<file path="src/sv/rfeu_pkg.sv">
// ----------------------------------------------------------------------------
// rfeu_pkg: shared types and codes of the register frame execute unit
// Operation and status codes, default frame size and the queued op record.
// ----------------------------------------------------------------------------
`default_nettype none
package rfeu_pkg;

  // operation kinds
  localparam logic [3:0] K_NOP  = 4'd0;
  localparam logic [3:0] K_MOV  = 4'd1;
  localparam logic [3:0] K_MOVR = 4'd2;
  localparam logic [3:0] K_SWAP = 4'd3;
  localparam logic [3:0] K_LDI  = 4'd4;
  localparam logic [3:0] K_ADD  = 4'd5;
  localparam logic [3:0] K_SUB  = 4'd6;
  localparam logic [3:0] K_MUL  = 4'd7;
  localparam logic [3:0] K_DIV  = 4'd8;
  localparam logic [3:0] K_MOD  = 4'd9;
  localparam logic [3:0] K_NEG  = 4'd10;
  localparam logic [3:0] K_RET  = 4'd11;

  // result status codes
  localparam logic [1:0] ST_OK    = 2'd0;
  localparam logic [1:0] ST_DIVZ  = 2'd1;
  localparam logic [1:0] ST_RANGE = 2'd2;
  localparam logic [1:0] ST_RET   = 2'd3;

  // default frame size, and the width used for index and range compares
  localparam int FRAME_REGS_DEF = 256;
  localparam int CMP_W          = 18;

  // classified operation as it travels from front to back
  typedef struct packed {
    logic [3:0]  kind;
    logic [1:0]  status;
    logic        desc;
    logic [7:0]  d;
    logic [7:0]  s;
    logic [7:0]  s2;
    logic [8:0]  cnt;
    logic [15:0] imm;
  } op_t;

endpackage
`default_nettype wire

</file>
<file path="src/sv/rfeu_queue.sv">
// ----------------------------------------------------------------------------
// rfeu_queue: two-entry op queue
// Decouples intake from execution so each side stalls on its own.
// ----------------------------------------------------------------------------
`default_nettype none
module rfeu_queue (
  input  wire            clk,
  input  wire            rst_n,
  input  wire            push,
  input  rfeu_pkg::op_t  push_op,
  output logic           push_ready,
  input  wire            pop,
  output logic           pop_valid,
  output rfeu_pkg::op_t  pop_op
);

  rfeu_pkg::op_t ent_r [2];
  logic       wp_r, rp_r;
  logic [1:0] cnt_r;

  assign push_ready = cnt_r != 2'd2;
  assign pop_valid  = cnt_r != 2'd0;
  assign pop_op     = ent_r[rp_r];

  // store entries
  always_ff @(posedge clk) begin
    if (push) begin
      ent_r[wp_r] <= push_op;
    end
  end

  // advance pointers and fill count
  always_ff @(posedge clk) begin
    if (!rst_n) begin
      wp_r  <= 1'b0;
      rp_r  <= 1'b0;
      cnt_r <= 2'd0;
    end else begin
      if (push) begin
        wp_r <= ~wp_r;
      end
      if (pop && pop_valid) begin
        rp_r <= ~rp_r;
      end
      cnt_r <= cnt_r + {1'b0, push} - {1'b0, pop && pop_valid};
    end
  end

endmodule
`default_nettype wire

</file>
<file path="config.mk">
export PLATFORM = sky130hd
export DESIGN_NAME = rfeu_queue
export DESIGN_NICKNAME = d
export VERILOG_FILES = /design/src/sv/rfeu_pkg.sv /design/src/sv/rfeu_queue.sv
export SDC_FILE = /design/constraint.sdc
export NUM_CORES = 1
export LEC_CHECK = 0
export ABC_CLOCK_PERIOD_IN_PS = 4600
export BUFFER_PORTS_ARGS = -buffer_cell sky130_fd_sc_hd__buf_2
export CAP_MARGIN = 0
export CORE_MARGIN = 4
export CORE_UTILIZATION = 30
export DETAILED_ROUTE_END_ITERATION = 7
export SLEW_MARGIN = 0
export SYNTH_ARGS = -nofsm -noshare
export SYNTH_HDL_FRONTEND = slang
export SYNTH_SLANG_ARGS = --single-unit
</file>
<file path="constraint.sdc">
create_clock -name clk -period 4.6 [get_ports clk]
set_input_delay 0.92 -clock clk [delete_from_list [all_inputs] [get_ports clk]]
set_output_delay 0.92 -clock clk [all_outputs]
set_load 0.005 [all_outputs]
</file>
; ---- After elaboration in Yosys (flattened, before gate mapping)
; Memory sizes are Yosys's and may differ from the RTL's. A register that Yosys moved wholly into a read port is not among the register bits.
; Index checks and enable logic that the tools add are counted.
[word_totals]
register_bits = 4
ramBits = 112
in_bits = 60
wordCells = 15
memories = 1
[mem_list]
columns = memory, words, width, rd, rd_ports_with_merged_regs, wr, line
row1 = ent_r, 2, 56, 1, 1, 1, rfeu_queue.sv:17  ; rfeu_pkg::op_t ent_r [2];
[classes]
addsub = 2
n_eq_ne = 1
muxes = 4
n_bitwise = 2
n_reduce_logical = 2
[ops]
columns = operator, count
row1 = 1-bit two-way mux, 4
row2 = 2-bit by 1-bit adder with 2-bit output, 1
row3 = "2-bit inequality test, second input constant", 1
row4 = 1-bit NOT, 2
row5 = 2-bit nonzero test, 1
row6 = 2-bit by 1-bit subtractor with 2-bit output, 1
row7 = 1-bit logical AND, 1

; ---- Depth between registers and ports, before layout
[depth]
depth_word = 4
depth_mapped = 6
ltp_nobuf = 6

; ---- Worst setup path before layout
; OpenSTA, ideal clock, no wires.
[synth_path]
kind = in2reg
startpoint = in push
endpoint = mem ent_r[0][0] in the netlist's numbering (enable)
setup_ps = 478
arrival_time_ps = 3424
path_slack_ps = 699
stages = 1
path_cell_list = nor2b_1
[synth_between]
elab_chain_cells = 2
[synth_lines]
columns = item, line
row1 = from (decl), rfeu_queue.sv:9  ; input wire push,
row2 = 1-bit two-way mux, rfeu_queue.sv:27  ; if (push) begin
row3 = 1-bit two-way mux (implied by the code), rfeu_queue.sv:28  ; ent_r[wp_r] <= push_op;
row4 = to (decl), rfeu_queue.sv:17
; No other way between the ends.

==> reports/metrics.yaml <==
status: "completed"
cp_top_family: "flip-flops"
grt_overflow_total: 0
cts_tree: "yes"
syn-cell-area_sq_um: 4447
yosys-mux-area-fraction_pct: 18.01
ys_seq_elements: 117
die_w_um: 129.7
cts.clk_slew.worst_paths_ns: 0.05
fin_crit_sh_pct: 62.76
antennaDiodeCount: 0
drc: 0
grt_max_degree: 57
area_growth_syn_to_layout_pct: 31.15
synthAdderAreaFrac_pct: 0.5627
grt.total_usage_pct: 9.661
ios: 118
critical-path-slowest-cell: "dfxtp_4"
grt_pass1_vias: 2365
clock_skew_ns: 0.01078
cp_data_required_time_ns: 3.68
syn_nets: 259
cts_sinks: 117
slew_viol_final: 0
drtPass1Iterations: 4
p_total_mw: 3.109
clk_latency_ns: 0.40
path_class: "flip-flop to output pin"
mostFrequentLayoutCell: "buf_2"
rsz0062_at_grt: "no"
nets: 391
ys_types: 16
synth_compound_area_share_pct: 0.3376
cts_resized: 0
worstMarginPinSlew_ns: 1.045
wl_per_cell_um: 15.07
crit_buf_inv: 1
fp.coreArea_sq_um: 14530
row_count: 44
die_h_um: 129.7
hp-class: "flip-flop to flip-flop"
synth.avg_cell_area_sq_um: 22.57
dieArea_sq_um: 16830
avgViaCountPerCell: 4.211
cp.arrival_ns: 1.97
crit_path_start_kind: "flip-flop"
setup_violations: 0
slowest_delay_ns: 0.98
postCtsSetupBuffers: 0
cts_hold_buf: 0
max_freq_mhz: 346.4
final_cell_mix: "buf_2 (117), edfxtp_1 (112), mux2_4 (40), clkbuf_16 (17), mux2_2 (16)"
start_util_pct: 30.60
ir_worst_vdd_uv: 334.8
crit_path_cell_trace: "mux2_2 > buf_2"
portBuffers: 117
grt_pass1_wl_um: 11840
cts_max_level: 4
drt-initial-drc-count: 82
synthXorXnorAreaFrac_pct: 0.5065
syn_inst: 197
drt-total-wl_um: 7927
vias: 2215
layout_min_cycle_time_ns: 2.887
fin_tns_setup_ns: 0
leakage_nw: 2.278
cap_violations: 0
slew_headroom_pct: 30.31
worstPathMaxFanout: 56
clk_path_buf_depth: 2
finalHoldViolations: 0
end_kind: "output pin"
seq_area_frac_synth_pct: 77.88
synth_simple_gate_area_share_pct: 1.154
numCtsBuffers: 17
drive_above_1_share_pct: 60.82
ant_nets: 0
powerDensity_nw_per_um2: 533.1
hpwl_um: 5262
place_congestion: 0.6837
synth_top_family_by_area: "multiplexers"
antenna_found_initial: 1
root_buffer: "clkbuf_16"
yosysWarnings: 0
==> worst reg2reg max path, cell delays in order (launching register included) <==
cell and delay [ns]:
dfxtp_1 0.39, and2_2 0.87, buf_4 0.39
==> synthesized netlist by cell type, drive strengths merged <==
| library cell | count | area, sq um |
|---|---|---|
| xnor3 | 1 | 22.52 |
| inv | 2 | 7.510 |
| nand2b | 1 | 6.260 |
| buf | 6 | 61.30 |
| or2 | 1 | 6.260 |
| nand2 | 2 | 7.510 |
| dfxtp | 5 | 100.1 |
| nor2b | 3 | 18.77 |
| mux2i | 2 | 20.02 |
| edfxtp | 112 | 3363 |
| and2 | 2 | 12.51 |
| mux2 | 56 | 780.8 |
| ha | 2 | 25.02 |
| o21a | 2 | 15.01 |
==> cells by family (layout without fill, tap and decap cells) <==
logic type,count (synthesis),in the layout
flops,117,117
simple gates,9,9
xor+xnor,1,1
mux,58,58
compound gates,2,2
buf+inv,8,153
fa+ha+maj,2,2
==> stage by stage <==
step | setup WS [ns] | std cells | util, % | instance area [sq um] | hold slack, ns
floorplan | 0.6987 | 197 | - | 4447 | 0.4516
global placement | 1.915 | 494 | 35.98 | 5229 | 0.4491
detailed placement | 1.903 | 494 | 35.98 | 5229 | 0.4796
CTS | 1.638 | 526 | 40.13 | 5832 | 0.4879
global route | 1.591 | 526 | 40.13 | 5832 | 0.5178
finish | 1.713 | 526 | 40.13 | 5832 | 0.4810
==> registers in the layout, indices dropped and copies added, names as in the netlist, named ones only <==
name   flops
wp_r       1
cnt_r      2
rp_r       1
ent_r    112
==> worst paths after layout <==
path / cells after the start / start / end / slack, ns
worst max-delay path: 2 / flip-flop / pop_op[2] / 1.71
worst max register to register: 2 / wp_r / ent_r[1][31] / 2.64
worst min register to register: 2 / rp_r / flip-flop / 0.48
worst min-delay path: 2 / rp_r / flip-flop / 0.48
==> layer usage <==
layer / vias up / part of all wire [%] / GRT usage, %
met4: 2 / 1.5 / 4.218
met2: 86 / 51 / 16.38
met1: 1074 / 40 / 10.23
met3: 13 / 7.7 / 4.707
li1: 1040 / - / -
met5: - / 0.16 / 0
==> report_power, final <==
part           leakage, nW  internal [mW]  switching (mW)  total, mW
registers             1.09           1.24          0.0940       1.34
clock network        0.293          0.890           0.431       1.32
logic                0.892          0.302           0.148      0.450
==> cell type report <==
class                      instances  area (sq um)
inverter                           2         7.507
clock buffer                      23         478.0
multi-input combinational         72         923.4
timing repair buffer             119         600.6
sequential                       117          3467
tap                              184         230.2
clock inverter                     9         125.1
fill                            1378          8702
Power figures use the tool's default switching activity.
