--- src/sv/rfeu_pkg.sv ---
// ----------------------------------------------------------------------------
// rfeu_pkg: shared types and codes of the register frame execute unit
// Operation and status codes, default frame size and the queued op record.
// ----------------------------------------------------------------------------
`default_nettype none
package rfeu_pkg;

  // operation kinds
  localparam logic [3:0] K_NOP  = 4'd0;
  localparam logic [3:0] K_MOV  = 4'd1;
  localparam logic [3:0] K_MOVR = 4'd2;
  localparam logic [3:0] K_SWAP = 4'd3;
  localparam logic [3:0] K_LDI  = 4'd4;
  localparam logic [3:0] K_ADD  = 4'd5;
  localparam logic [3:0] K_SUB  = 4'd6;
  localparam logic [3:0] K_MUL  = 4'd7;
  localparam logic [3:0] K_DIV  = 4'd8;
  localparam logic [3:0] K_MOD  = 4'd9;
  localparam logic [3:0] K_NEG  = 4'd10;
  localparam logic [3:0] K_RET  = 4'd11;

  // result status codes
  localparam logic [1:0] ST_OK    = 2'd0;
  localparam logic [1:0] ST_DIVZ  = 2'd1;
  localparam logic [1:0] ST_RANGE = 2'd2;
  localparam logic [1:0] ST_RET   = 2'd3;

  // default frame size, and the width used for index and range compares
  localparam int FRAME_REGS_DEF = 256;
  localparam int CMP_W          = 18;

  // classified operation as it travels from front to back
  typedef struct packed {
    logic [3:0]  kind;
    logic [1:0]  status;
    logic        desc;
    logic [7:0]  d;
    logic [7:0]  s;
    logic [7:0]  s2;
    logic [8:0]  cnt;
    logic [15:0] imm;
  } op_t;

endpackage
`default_nettype wire

--- src/sv/rfeu_front.sv ---
// ----------------------------------------------------------------------------
// rfeu_front: instruction intake and classification
// Accepts input transactions, checks indexes and ranges against the frame
// and pushes one classified op into the queue.
// ----------------------------------------------------------------------------
`default_nettype none
module rfeu_front #(
  parameter int FRAME_REGS = rfeu_pkg::FRAME_REGS_DEF
) (
  input  wire                  clk,
  input  wire                  rst_n,
  input  wire                  in_valid,
  output logic                 in_ready,
  input  wire  [3:0]           in_kind,
  input  wire  [7:0]           in_dest_index,
  input  wire  [7:0]           in_src_index,
  input  wire  [7:0]           in_src2_index,
  input  wire  [8:0]           in_move_count,
  input  wire  [15:0]          in_immediate,
  input  wire                  clr_busy,
  input  wire                  q_ready,
  output logic                 q_push,
  output rfeu_pkg::op_t        q_op
);

  localparam logic [rfeu_pkg::CMP_W-1:0] FR = rfeu_pkg::CMP_W'(FRAME_REGS);

  logic [rfeu_pkg::CMP_W-1:0] d_w, s_w, s2_w, cnt_w;
  logic [3:0] kind;
  logic need_d, need_s, need_s2, bad;
  logic seen_rst_r;

  // track reset for the accept gate
  always_ff @(posedge clk) begin
    if (!rst_n) begin
      seen_rst_r <= 1'b1;
    end else begin
      seen_rst_r <= 1'b0;
    end
  end

  // hold intake while the frame is being cleared or the queue is full
  assign in_ready = q_ready && !clr_busy && !seen_rst_r;
  assign q_push   = in_valid && in_ready;

  // classify the instruction
  always_comb begin
    d_w   = rfeu_pkg::CMP_W'(in_dest_index);
    s_w   = rfeu_pkg::CMP_W'(in_src_index);
    s2_w  = rfeu_pkg::CMP_W'(in_src2_index);
    cnt_w = rfeu_pkg::CMP_W'(in_move_count);
    kind  = (in_kind > rfeu_pkg::K_RET) ? rfeu_pkg::K_NOP : in_kind;
    need_d  = (kind == rfeu_pkg::K_MOV) || (kind == rfeu_pkg::K_SWAP) ||
              (kind == rfeu_pkg::K_LDI) || (kind >= rfeu_pkg::K_ADD);
    need_s  = (kind == rfeu_pkg::K_MOV) || (kind == rfeu_pkg::K_SWAP) ||
              ((kind >= rfeu_pkg::K_ADD) && (kind <= rfeu_pkg::K_NEG));
    need_s2 = (kind >= rfeu_pkg::K_ADD) && (kind <= rfeu_pkg::K_MOD);
    if (kind == rfeu_pkg::K_MOVR) begin
      bad = (d_w + cnt_w > FR) || (s_w + cnt_w > FR);
    end else begin
      bad = (need_d && !(d_w < FR)) || (need_s && !(s_w < FR)) ||
            (need_s2 && !(s2_w < FR));
    end
    q_op.kind   = kind;
    q_op.status = bad ? rfeu_pkg::ST_RANGE : rfeu_pkg::ST_OK;
    q_op.desc   = in_dest_index > in_src_index;
    q_op.d      = in_dest_index;
    q_op.s      = in_src_index;
    q_op.s2     = in_src2_index;
    q_op.cnt    = in_move_count;
    q_op.imm    = in_immediate;
  end

endmodule
`default_nettype wire

--- config.mk ---
export PLATFORM = sky130hd
export DESIGN_NAME = rfeu_front
export DESIGN_NICKNAME = d
export VERILOG_FILES = /design/src/sv/rfeu_pkg.sv /design/src/sv/rfeu_front.sv
export SDC_FILE = /design/constraint.sdc
export NUM_CORES = 1
export LEC_CHECK = 0
export ABC_AREA = 1
export BUFFER_PORTS_ARGS = -buffer_cell sky130_fd_sc_hd__clkbuf_2
export CORE_ASPECT_RATIO = 1.1
export CORE_MARGIN = 5
export CORE_UTILIZATION = 38
export DETAILED_ROUTE_END_ITERATION = 6
export HOLD_SLACK_MARGIN = 0.15
export PLACE_DENSITY = 0.88
export SYNTH_ARGS = -nofsm -noshare
export SYNTH_HDL_FRONTEND = slang
export SYNTH_SLANG_ARGS = --single-unit
--- constraint.sdc ---
create_clock -name clk -period 2.3 [get_ports clk]
set_input_delay 0.46 -clock clk [delete_from_list [all_inputs] [get_ports clk]]
set_output_delay 0.46 -clock clk [all_outputs]
set_load 0.005 [all_outputs]
Word-level counts from Yosys, hierarchy flattened:

Cells that the tools add are included.

* flip-flop bits (word level): 1
* latch bits: 0
* memory bits (writable): 0
* memory bits (read-only): 0
* bits of input ports: 58
* output and inout port bits: 58
* logic and storage cells: 18
* memories kept: 0

* add/subtract/negate cells: 2
* $mul: 0
* div/mod/pow operators: 0
* order comparisons: 4
* equal/unequal tests: 1
* shift operators: 0
* multiplexer cells: 4
* bitwise gates (word level): 0
* reduce and logical (&&, ||, !) cells: 6

Operator list (count)
* 8-bit by 9-bit adder with 10-bit output: 2
* 10-bit by 9-bit greater-than comparator with 1-bit output (second input constant): 2
* 8-bit greater-than comparator: 1
* 4-bit by 2-bit equality test with 1-bit output (second input constant): 1
* 4-bit greater-than comparator (second input constant): 1
* 4-bit 2-to-1 mux: 1
* 1-bit logical AND: 3
* 1-bit logical NOT: 2
* 1-bit 2-to-1 mux: 2
* 2-bit 2-to-1 mux: 1
* 1-bit logical OR: 1

Depth between registers and ports, before layout:

* depth in word-level cells: 5
* gate-level depth with buffers: 17
* depth with buffers taken out: 16

Worst setup path after synthesis:

Ideal clock, no wire load.

* kind: input to output
* start: in in_src_index[0]
* end: out q_op[51] (netlist name)
* arrival: 1871 ps
* required time: 1840 ps
* slack: -31 ps
* cell stages on the path: 16
* path buffers: 1
* path through: ha_1 > inv_1 > fa_1 > inv_1 > nand3_1 > nand3_1 > nand2_1 > nor2_1 > nand2_1 > nor2_1 > nand2_1 > nand2_1 > nand3_1 > nand2_1 > inv_1 > buf_4

RTL lines
* start: declaration: RTL line rfeu_front.sv:16 `input wire [7:0] in_src_index,`
* end: declaration: RTL line rfeu_front.sv:23 `output rfeu_pkg::op_t q_op`

==> results.sh <==
export IMPL_antenna_left=0
export IMPL_synth_cell_types=27
export IMPL_dpl_instance_area_um2=1837
export IMPL_layout_drive_gt1_share_pct=35.76
export IMPL_gp_congestion=0.9046
export IMPL_start_util_pct=38.70
export IMPL_fmax_mhz=380.8
export IMPL_antenna_found_initial=0
export IMPL_hpwlAfterDp_mm=3.496
export IMPL_layout_commonest_cell="nand2_1"
export IMPL_p_clk_share_pct=0
export IMPL_drt_initial_drc_count=111
export IMPL_grt_max_degree=7
export IMPL_maxCapViolations=0
export IMPL_place_inst=370
export IMPL_grt_pass1_vias=1608
export IMPL_syn_area_per_cell_um2=5.921
export IMPL_power_density_nw_per_um2=227.0
export IMPL_critical_path_slowest_cell="fa_2"
export IMPL_worst_setup_path_start_kind="input pin"
export IMPL_design_die_area_um2=5713
export IMPL_status="complete, but fails checks"
export IMPL_ys_ff_latch=1
export IMPL_cp_arrival_ns=2.17
export IMPL_mostFrequentLayoutCells="nand2_1, clkbuf_2, inv_1, buf_4"
export IMPL_seq_power_share_pct=4.3
export IMPL_swShare_pct=51.14
export IMPL_drtPass1Iterations=5
export IMPL_wirelength_mm=4.170
export IMPL_drv_slew=0
export IMPL_drc_errors=0
export IMPL_gr_total_overflow=0
export IMPL_syn_to_final_growth_pct=19.07
export IMPL_syn_inst=276
export IMPL_power_total_mw=0.4417
export IMPL_final_util_pct=46.07
export IMPL_io_pins=116
export IMPL_yosys_warnings=0
export IMPL_hold_end="seen_rst_r$_DFF_P_"
export IMPL_grt_use_total_pct=13.99
export IMPL_setup_viol=1
export IMPL_synthesis_area_um2=1634
export IMPL_core_area_um2=4223
export IMPL_clkTransAtPathRegs_ns=0
export IMPL_portBuffers=66
export IMPL_die_y_um=78.78
export IMPL_min_from="rst_n"
export IMPL_fillers=426
export IMPL_fin_ws_ns=-0.3264
export IMPL_max_stage_delay_ns=0.51
export IMPL_p_leak_nw=1.225
export IMPL_syn_num_nets=363
export IMPL_whs_path_depth=2
export IMPL_grt_pass1_wl_mm=6.741
export IMPL_crit_chain="clkbuf_16 > ha_4 > inv_2 > fa_2 > nand2_1 > nor2_1 > nand2_1 > nor2_1 > nand2_1 > nor2_2 > nand2_1 > nand2_1 > nand3_1 > nand2_1 > inv_1 > clkbuf_2"
export IMPL_reg_top3="seen_rst_r (1)"
export IMPL_cp_common_cell="nand2_1"
export IMPL_viasPerCell=4.597
export IMPL_antennaDiodeCount=0
export IMPL_vias=1701
export IMPL_fin_crit_sh_pct=114.2
export IMPL_synth_seq_area_share_pct=1.225
export IMPL_min_period_ns=2.626
export IMPL_rows=25
export IMPL_finalHoldViolCount=0
export IMPL_power_switching_mw=0.2259
export IMPL_hold_path_class="in2reg"
export IMPL_combPwrFrac_pct=95.7
export IMPL_violations="negative setup slack"
export IMPL_path_class="in2out"
export IMPL_cp_max_fo=3
export IMPL_fin_setup_tns_ns=-0.3264
export IMPL_fin_cells=370
export IMPL_crit_required_ns=1.84
export IMPL_wl_per_cell_um=11.27
export IMPL_top_register="seen_rst_r"
export IMPL_final_area_um2=1946
export IMPL_num_nets_final=405
export IMPL_irDropWorstVdd_v=0.0001144
export IMPL_cp_end_kind="primary output"
export IMPL_die_w_um=72.53
export IMPL_grt_setup_unrepaired="yes"
export IMPL_postCtsSetupRepairBufs=0
export IMPL_largest_reg_flops=1
export IMPL_p_int_mw=0.2159
critical path, delay by kind of cell:
kind	cells	cell delay, ns
and+or+nand+nor	10	0.79
adders and majority gates	2	0.64
buffers and inverters	4	0.28
power groups by stage:
| stage | sequential, mW | clock, mW | combinational, mW |
|---|---|---|---|
| after floorplan | 0.0188 | 0 | 0.296 |
| after global placement | 0.0189 | 0 | 0.380 |
| after detailed placement | 0.0190 | 0 | 0.393 |
| after CTS | 0.0190 | 0 | 0.409 |
| after global routing | 0.0192 | 0 | 0.479 |
| final | 0.0190 | 0 | 0.423 |
final cells by class:
class / instances / area (um^2) / share of cell area [%]
Inverter: 48 / 180.2 / 9.260
Multi-Input combinational cell: 176 / 1126 / 57.88
Sequential cell: 1 / 20.02 / 1.029
Tap cell: 54 / 67.56 / 3.473
Timing Repair Buffer: 91 / 551.8 / 28.36
cells by family (layout without fill, tap and decap cells):
group                      count (synthesis)  after routing  share of synthesized area [%]
and+or+nand+nor                          129            129                          33.92
other                                      1              1                         0.2295
DFF                                        1              1                          1.225
xor gates and xnor gates                   2              2                          1.532
AOI/OAI and AO/OA                         15             15                          5.514
adders and majority gates                 29             29                          23.12
buffers and inverters                     99            139                          34.46
how the worst max path moves through the flow:
| stage | cells past startpoint | startpoint | end |
|---|---|---|---|
| 2_1_floorplan | 16 | in_src_index[0] | q_op[51] |
| 3_3_place_gp | 17 | in_move_count[0] | q_op[51] |
| 3_5_place_dp | 17 | in_move_count[0] | q_op[51] |
| 4_1_cts | 16 | in_move_count[0] | q_op[51] |
| 5_1_grt | 16 | in_move_count[0] | q_op[51] |
| 6_report | 16 | in_move_count[0] | q_op[51] |
routing by layer:
| metal | track usage (%) | up-vias | part of all wire, % |
|---|---|---|---|
| met2 | 29.33 | 40 | 57 |
| met5 | 0 | - | 0 |
| met4 | 3.690 | 0 | 1.9 |
| li1 | - | 888 | - |
| met1 | 14.45 | 765 | 37 |
| met3 | 0.5063 | 8 | 4.3 |
per-stage QoR:
| step | hold WS, ns | setup WS, ns |
|---|---|---|
| finish | 0.6039 | -0.3264 |
| global route | 0.6230 | -0.4273 |
| CTS | 0.6067 | -0.2993 |
| detailed placement | 0.6067 | -0.3427 |
| global placement | 0.6078 | -0.2493 |
| floorplan | 0.5165 | -0.03055 |
timing repair:
action                                  in CTS  in global routing
endpoints found under the setup margin       2                  2
gates cloned                                 0                  0
gates resized for setup                     16                  9
hold buffers                                 0                  0
pin swaps                                    8                  1
Yosys cell counts:
cell type / instances / area [um^2]
xor2_1: 1 / 8.760
nand2_2: 2 / 12.51
buf_4: 51 / 382.9
nor2_2: 1 / 6.260
fa_1: 2 / 40.04
a21oi_1: 10 / 50.05
or2_4: 2 / 17.52
o21bai_1: 1 / 7.510
nand3_1: 18 / 90.09
a21oi_4: 1 / 16.27
nor2_1: 22 / 82.58
and2_1: 1 / 6.260
or2_2: 1 / 6.260
xor2_2: 1 / 16.27
dfxtp_1: 1 / 20.02
or2_1: 1 / 6.260
inv_1: 47 / 176.4
o21ai_0: 2 / 10.01
nor3_1: 2 / 10.01
nand2_1: 73 / 274.0
ha_1: 27 / 337.8
conb_1: 1 / 3.750
nor3b_1: 1 / 7.510
inv_2: 1 / 3.750
nand3b_1: 3 / 22.52
nand4_1: 2 / 12.51
a31oi_1: 1 / 6.260
Power figures use the tool's default switching activity.
